### config.mk
export PLATFORM = sky130hd
export DESIGN_NAME = coverage_record_deframer_core
export DESIGN_NICKNAME = d
export VERILOG_FILES = /design/src/hw/rtl/crd_pkg.sv /design/src/hw/rtl/crd_step.sv /design/src/hw/rtl/coverage_record_deframer_core.sv
export SDC_FILE = /design/constraint.sdc
export NUM_CORES = 1
export LEC_CHECK = 0
export BUFFER_PORTS_ARGS = -buffer_cell sky130_fd_sc_hd__buf_2
export CORE_UTILIZATION = 55
export DETAILED_ROUTE_END_ITERATION = 16
export PLACE_DENSITY = 0.82
export SLEW_MARGIN = 20
export SYNTH_ARGS = -nofsm -noshare
export SYNTH_HDL_FRONTEND = slang
export SYNTH_SLANG_ARGS = --single-unit
### constraint.sdc
create_clock -name clk -period 8.55 [get_ports clk]
set_input_delay 1.71 -clock clk [delete_from_list [all_inputs] [get_ports clk]]
set_output_delay 1.71 -clock clk [all_outputs]
set_load 0.05 [all_outputs]
### src/hw/rtl/crd_pkg.sv
package crd_pkg;

  localparam int unsigned NumSections = 5;

  typedef enum logic [1:0] {
    MODE_NAME    = 2'd0,
    MODE_OPTIONS = 2'd1,
    MODE_COUNT   = 2'd2,
    MODE_PAYLOAD = 2'd3
  } mode_t;

  localparam logic [2:0] PH_NAME     = 3'd0;
  localparam logic [2:0] PH_NAME_END = 3'd1;
  localparam logic [2:0] PH_OPTIONS  = 3'd2;
  localparam logic [2:0] PH_COUNT_HI = 3'd3;
  localparam logic [2:0] PH_COUNT_LO = 3'd4;
  localparam logic [2:0] PH_PAYLOAD  = 3'd5;

  localparam logic [2:0] SEC_STMT_SINGLE = 3'd0;
  localparam logic [2:0] SEC_STMT_COUNT  = 3'd1;
  localparam logic [2:0] SEC_MCDC        = 3'd3;
  localparam logic [2:0] SEC_NONE        = 3'(NumSections);

  localparam logic [1:0] CNT_HI = 2'd2;
  localparam logic [1:0] CNT_LO = 2'd1;

  localparam logic [17:0] MCDC_EXTRA = 18'd2;

  typedef struct packed {
    mode_t       mode;
    logic [1:0]  count_bytes_left;
    logic [17:0] bytes_left;
    logic [4:0]  enabled_sections;
    logic [2:0]  current_section;
  } state_t;

  typedef struct packed {
    logic [7:0] byte_out;
    logic [2:0] phase;
    logic [2:0] section;
    logic       section_end;
    logic       record_end;
  } result_t;

  // lowest enabled section at or above start, SEC_NONE if none
  function automatic logic [2:0] find_section(logic [4:0] en, logic [2:0] start);
    logic [2:0] found;
    found = SEC_NONE;
    for (int i = NumSections - 1; i >= 0; i--) begin
      if (en[i] && (3'(i) >= start)) begin
        found = 3'(i);
      end
    end
    return found;
  endfunction

endpackage

### src/hw/rtl/crd_step.sv
module crd_step (
  input  crd_pkg::state_t  st,
  input  logic [7:0]       data,
  output crd_pkg::state_t  st_next,
  output crd_pkg::result_t res
);

  logic [15:0] count_raw;
  logic [17:0] count_len;
  logic [17:0] payload_left;
  logic        count_done;
  logic        payload_done;
  logic [2:0]  opt_sec;
  logic [2:0]  after_sec;

  always_comb begin
    count_raw = {st.bytes_left[7:0], data};
    priority if (st.current_section == crd_pkg::SEC_STMT_COUNT) begin
      count_len = {count_raw, 2'b00};
    end else if (st.current_section == crd_pkg::SEC_MCDC) begin
      count_len = {2'b00, count_raw} + crd_pkg::MCDC_EXTRA;
    end else begin
      count_len = {2'b00, count_raw};
    end
    count_done   = (count_len == '0);
    payload_left = (st.bytes_left != '0) ? st.bytes_left - 18'd1 : '0;
    payload_done = (payload_left == '0);
    opt_sec      = crd_pkg::find_section(data[4:0], 3'd0);
    after_sec    = crd_pkg::find_section(st.enabled_sections, st.current_section + 3'd1);
  end

  // next state
  always_comb begin
    st_next = st;
    unique case (st.mode)
      crd_pkg::MODE_NAME: begin
        if (data == 8'd0) begin
          st_next.mode = crd_pkg::MODE_OPTIONS;
        end
      end
      crd_pkg::MODE_OPTIONS: begin
        st_next.enabled_sections = data[4:0];
        st_next.bytes_left       = '0;
        if (opt_sec != crd_pkg::SEC_NONE) begin
          st_next.mode             = crd_pkg::MODE_COUNT;
          st_next.current_section  = opt_sec;
          st_next.count_bytes_left = crd_pkg::CNT_HI;
        end else begin
          st_next.mode             = crd_pkg::MODE_NAME;
          st_next.current_section  = crd_pkg::SEC_STMT_SINGLE;
          st_next.count_bytes_left = '0;
        end
      end
      crd_pkg::MODE_COUNT: begin
        if (st.count_bytes_left == crd_pkg::CNT_HI) begin
          st_next.bytes_left       = {10'd0, data};
          st_next.count_bytes_left = crd_pkg::CNT_LO;
        end else begin
          st_next.bytes_left       = count_len;
          st_next.count_bytes_left = '0;
          if (!count_done) begin
            st_next.mode = crd_pkg::MODE_PAYLOAD;
          end
        end
      end
      crd_pkg::MODE_PAYLOAD: begin
        st_next.bytes_left = payload_left;
      end
      default: begin
        st_next = st;
      end
    endcase
    // section closed: open the next one or end the record
    if (res.section_end) begin
      st_next.bytes_left = '0;
      if (after_sec != crd_pkg::SEC_NONE) begin
        st_next.mode             = crd_pkg::MODE_COUNT;
        st_next.current_section  = after_sec;
        st_next.count_bytes_left = crd_pkg::CNT_HI;
      end else begin
        st_next.mode             = crd_pkg::MODE_NAME;
        st_next.current_section  = crd_pkg::SEC_STMT_SINGLE;
        st_next.count_bytes_left = '0;
      end
    end
  end

  // tags
  always_comb begin
    res.byte_out    = data;
    res.phase       = crd_pkg::PH_NAME;
    res.section     = crd_pkg::SEC_STMT_SINGLE;
    res.section_end = 1'b0;
    res.record_end  = 1'b0;
    unique case (st.mode)
      crd_pkg::MODE_NAME: begin
        res.phase = (data == 8'd0) ? crd_pkg::PH_NAME_END : crd_pkg::PH_NAME;
      end
      crd_pkg::MODE_OPTIONS: begin
        res.phase      = crd_pkg::PH_OPTIONS;
        res.record_end = (opt_sec == crd_pkg::SEC_NONE);
      end
      crd_pkg::MODE_COUNT: begin
        res.section = st.current_section;
        if (st.count_bytes_left == crd_pkg::CNT_HI) begin
          res.phase = crd_pkg::PH_COUNT_HI;
        end else begin
          res.phase       = crd_pkg::PH_COUNT_LO;
          res.section_end = count_done;
        end
      end
      crd_pkg::MODE_PAYLOAD: begin
        res.phase       = crd_pkg::PH_PAYLOAD;
        res.section     = st.current_section;
        res.section_end = payload_done;
      end
      default: begin
        res.phase = crd_pkg::PH_NAME;
      end
    endcase
    if (res.section_end) begin
      res.record_end = (after_sec == crd_pkg::SEC_NONE);
    end
  end

endmodule

### src/hw/rtl/coverage_record_deframer_core.sv
// Coverage record deframer.
// Input channel: data_byte with in_valid / in_stall, one byte of the record
// stream per item. Output channel: byte_out, phase, section, section_end and
// record_end with out_valid / out_stall, one tagged item per input byte.
// Records are a zero-terminated name, an options byte, then for each enabled
// section a big-endian 16-bit count and its payload bytes.
// Path: an accepted byte goes into the input register, then through the tagging
// logic into the result register, which drives out_valid; a receiver stall
// can hold it in the input register in between.
// Throughput: one byte per cycle unless the receiver stalls; tagging and
// the next-section priority encode are combinational between two registers.
// Reset (rst, synchronous) empties both registers and returns the parser to
// waiting for a name.
// When the receiver stalls, the result register holds; the input register
// keeps its byte, and in_stall rises only once both registers are full, so
// one byte is still taken while a result waits.
module coverage_record_deframer_core (
  input  logic       clk,
  input  logic       rst,
  input  logic       in_valid,
  output logic       in_stall,
  input  logic [7:0] data_byte,
  output logic       out_valid,
  input  logic       out_stall,
  output logic [7:0] byte_out,
  output logic [2:0] phase,
  output logic [2:0] section,
  output logic       section_end,
  output logic       record_end
);

  logic             in_full;
  logic [7:0]       in_byte;
  logic             out_full;
  crd_pkg::result_t out_res;
  crd_pkg::state_t  st;
  crd_pkg::state_t  st_next;
  crd_pkg::result_t res_next;
  logic             out_free;
  logic             advance;

  crd_step u_step (
    .st      (st),
    .data    (in_byte),
    .st_next (st_next),
    .res     (res_next)
  );

  assign out_free = !out_full || !out_stall;
  assign advance  = in_full && out_free;
  assign in_stall = in_full && !out_free;

  always_ff @(posedge clk) begin
    if (rst) begin
      in_full  <= 1'b0;
      out_full <= 1'b0;
      st.mode             <= crd_pkg::MODE_NAME;
      st.count_bytes_left <= '0;
      st.bytes_left       <= '0;
      st.enabled_sections <= '0;
      st.current_section  <= crd_pkg::SEC_STMT_SINGLE;
    end else begin
      if (in_valid && !in_stall) begin
        in_full <= 1'b1;
      end else if (advance) begin
        in_full <= 1'b0;
      end
      if (advance) begin
        out_full <= 1'b1;
        st       <= st_next;
      end else if (!out_stall) begin
        out_full <= 1'b0;
      end
    end
  end

  always_ff @(posedge clk) begin
    if (in_valid && !in_stall) begin
      in_byte <= data_byte;
    end
    if (advance) begin
      out_res <= res_next;
    end
  end

  assign out_valid   = out_full;
  assign byte_out    = out_res.byte_out;
  assign phase       = out_res.phase;
  assign section     = out_res.section;
  assign section_end = out_res.section_end;
  assign record_end  = out_res.record_end;

  a_stall_only_full: assert property (@(posedge clk) disable iff (rst)
    in_stall |-> (in_full && out_full))
    else $error("input stalled with a free register");

  a_record_end_cause: assert property (@(posedge clk) disable iff (rst)
    (out_valid && record_end) |-> (section_end || phase == crd_pkg::PH_OPTIONS))
    else $error("record end without a closing byte");

  a_section_end_phase: assert property (@(posedge clk) disable iff (rst)
    (out_valid && section_end) |->
      (phase == crd_pkg::PH_COUNT_LO || phase == crd_pkg::PH_PAYLOAD))
    else $error("section end outside count or payload");

  a_mode_after_record: assert property (@(posedge clk) disable iff (rst)
    (advance && res_next.record_end) |=> (st.mode == crd_pkg::MODE_NAME))
    else $error("parser did not return to name after record end");

  a_name_section_zero: assert property (@(posedge clk) disable iff (rst)
    (out_valid && (phase == crd_pkg::PH_NAME || phase == crd_pkg::PH_NAME_END
      || phase == crd_pkg::PH_OPTIONS)) |-> (section == crd_pkg::SEC_STMT_SINGLE))
    else $error("section tag set outside a section");

endmodule
==> flow_metrics.env <==
export IMPL_avgViaCountPerCell=6.64
export IMPL_die_h_um=87.0
export IMPL_worst_setup_path_type="reg -> reg"
export IMPL_synth_simple_area_share=0.280
export IMPL_dp_cells=576
export IMPL_power_leakage_nw=1.50
export IMPL_groute_usage_overall=0.283
export IMPL_switching_share=0.263
export IMPL_r2r_end="st[15]"
export IMPL_synth_edf_count=24
export IMPL_cp_common_cell="ha_1"
export IMPL_multi_input_area_um2=2350
export IMPL_critPathLaunch="st[0]"
export IMPL_r2r_setup_slack_ps=4560
export IMPL_cp_arrival_ps=4240
export IMPL_antenna_found_initial=0
export IMPL_overflow=0
export IMPL_drt_iter0_drc=391
export IMPL_cts_resized=0
export IMPL_powerDensity_nw_per_um2=115
export IMPL_wl_met1_um=4280
export IMPL_ctsHoldBuffers=0
export IMPL_cts_clk_slew_worst_paths_ps=110
export IMPL_dp_worst_setup_slack_ps=4560
export IMPL_fin_cells=584
export IMPL_finalWeightedCongestion=0.978
export IMPL_dp_hpwl_um=6950
export IMPL_period_minus_slack_ps=3990
export IMPL_yosysWarnings=0
export IMPL_finalSetupViolCount=0
export IMPL_dr_wl_met3_um=969
export IMPL_syn_cell_area_um2=3970
export IMPL_p_sw_uw=126
export IMPL_numCtsBuffers=5
export IMPL_grt_pass1_vias=3336
export IMPL_ys_ff_latch=56
export IMPL_worstPathCellList="ha_1, ha_1, nand3_1, nor4_1, o21a_1, o221ai_1, nand4_1, o22ai_2, nor2_2, o21ai_0, a21oi_1"
export IMPL_root_buffer="clkbuf_8"
export IMPL_rows=30
export IMPL_pwr_share_seq=0.614
export IMPL_max_stage_delay_ps=640
export IMPL_fin_tns_setup_ps=0
export IMPL_portBuffers=29
export IMPL_pin_count=30
export IMPL_die_area_um2=7570
export IMPL_synthAdderAreaFrac=0.0409
export IMPL_diodes=0
export IMPL_clock_sinks=56
export IMPL_status="finished clean"
export IMPL_yosys_area_top_type="edfxtp_1"
export IMPL_start_util=0.578
export IMPL_syn_area_per_cell_um2=8.16
export IMPL_synth_xor_area_frac=0.0331
export IMPL_worstHoldPathCells=2
export IMPL_async_flop_share=0
export IMPL_hold_viol=0
export IMPL_tritoncts="done"
export IMPL_synth_mux_area_frac=0.0101
export IMPL_wl_per_cell_um=17.4
export IMPL_drtAntennaViolNets=0
export IMPL_rsz0062_at_grt="false"
export IMPL_dr_total_vias=3877
export IMPL_p_int_uw=354
export IMPL_dr_pass1_iters=5
export IMPL_route_detailed_drc=0
export IMPL_setup_slack_ps=4560
export IMPL_whs_ps=470
export IMPL_reg2reg_from="st[0]"
export IMPL_combPwrFrac=0.073
export IMPL_synth_top_family_by_area="simple AND/OR/NAND/NOR gates"
export IMPL_cp_max_fo=18
export IMPL_crit_buf_inv=0
export IMPL_ys_top_cells_by_area="edfxtp_1 (18%), dfxtp_1 (16%), nor2_1 (5.3%)"
export IMPL_ys_types=71
export IMPL_min_path_type="reg -> reg"
export IMPL_peakVddDrop_mv=0.0807
export IMPL_drive_gt1_frac=0.117
export IMPL_r2r_worst_path_cells=11
export IMPL_grt_pass1_wl_um=16600
export IMPL_cp_top_family="simple AND/OR/NAND/NOR gates"
export IMPL_fin_crit_sh=0.467
export IMPL_clock_path_buffers=2
export IMPL_clock_power_share=0.312
export IMPL_synth_main_ff_cell="dfxtp_1"
export IMPL_endpoint_kind="register"
export IMPL_synth_compound_area_share=0.228
export IMPL_synth_top_area_share=0.181
export IMPL_worst_pin_slew_ps=965
export IMPL_post_cts_buffers=0
export IMPL_skew_ps=9.63
export IMPL_synthTopCellsByCount="nor2_1 (56), nand2_1 (50), a21oi_1 (33), dfxtp_1 (32), edfxtp_1 (24)"
export IMPL_clk_latency_ps=320
export IMPL_crit_path_start_kind="register"
export IMPL_synth_seq_area_share=0.343
export IMPL_hold_path_endpoint="st[5]"
export IMPL_dieWidth_um=87.0
export IMPL_netlist_instances=487
export IMPL_report_final_slew_viol_count=0
export IMPL_routed_wl_um=10200
export IMPL_htree_levels=2
export IMPL_slew_headroom=0.357
export IMPL_regArea_um2=1360
export IMPL_yosysMostFrequentCell="nor2_1"
export IMPL_fill_cells=596
export IMPL_grt_max_degree=33
export IMPL_clock_fmax_mhz=251
export IMPL_p_total_uw=480
export IMPL_drv_cap=0
export IMPL_coreArea_um2=6870
export IMPL_syn_nets=512
export IMPL_min_from="st[5]"
export IMPL_dr_wl_met2_um=4540
export IMPL_required_ps=8800
export IMPL_worst_path_max_delay_cell="nor2_2"
export IMPL_syn_to_final_growth_pct=4.54
export IMPL_top_layer="met4"
export IMPL_nets=512
[worst max-delay path by stage]
stage	depth (start not counted)	slack [ps]	endpoint
detailed placement	9	4560	st[15]
global placement	3	4580	in_stall
CTS	3	4580	in_stall
floorplan	1	4650	in_stall
global route	11	4210	st[12]
finish	11	4560	st[15]
[logic make-up after synthesis]
| kind of cell | count (synthesis) |
|---|---|
| buffers and inverters | 56 |
| and+or+nand+nor | 213 |
| AOI/OAI and AO/OA | 130 |
| muxes | 4 |
| xor gates and xnor gates | 15 |
| DFF | 56 |
| adders and majority gates | 13 |
[state kept, by name, indices dropped and copies added, names as in the netlist]
| register | cells |
|---|---|
| out_valid | 1 |
| phase | 3 |
| in_byte | 8 |
| byte_out | 8 |
| record_end | 1 |
| section | 3 |
| st | 30 |
| section_end | 1 |
| in_full | 1 |
[worst reg2reg max path: cells and delay by family (launching register included)]
family          cells  cell delay, ps
simple gates        4            1790
compound gates      5             960
fa+ha+maj           2             750
flops               1             420
[power groups by stage]
stage                     logic (mW)  clock network [mW]  registers [mW]
after global routing          0.0377               0.160           0.296
final                         0.0351               0.150           0.295
after detailed placement      0.0348                   0           0.300
after CTS                     0.0351               0.150           0.294
after global placement        0.0344                   0           0.300
after floorplan               0.0202                   0           0.305
[layer usage]
metal	vias up	global-route usage
met5	-	0
met1	1807	0.391
met4	0	0.129
met2	231	0.430
met3	35	0.0512
li1	1804	-
[layout make-up]
class / instances / area share
Clock buffer: 6 / 0.0175
Clock inverter: 2 / 0.00392
Inverter: 18 / 0.0163
Multi-Input combinational cell: 375 / 0.567
Sequential cell: 56 / 0.328
Tap cell: 96 / 0.0289
Timing Repair Buffer: 31 / 0.0386
[stage by stage]
stage	utilization	cell area (um2)
2_1_floorplan	-	3970
3_3_place_gp	0.592	4060
3_5_place_dp	0.592	4060
4_1_cts	0.605	4150
5_1_grt	0.605	4150
6_report	0.605	4150
[layout by cell type, fill, tap and decap left out, types with 5 or more instances in the layout]
master / instances
nand2b_1: 8
clkbuf_8: 5
xnor2_1: 12
nand4_1: 10
o221ai_1: 6
nor3_1: 18
a22oi_1: 17
nor4_1: 14
o22ai_1: 6
buf_2: 29
dfxtp_1: 32
inv_1: 18
nand2_1: 50
o21ai_0: 20
o21a_1: 5
nor2_1: 56
edfxtp_1: 24
ha_1: 13
nand3_1: 17
a21oi_1: 33
a31oi_1: 5
and3_1: 7
(Power assumes the default switching activity.)
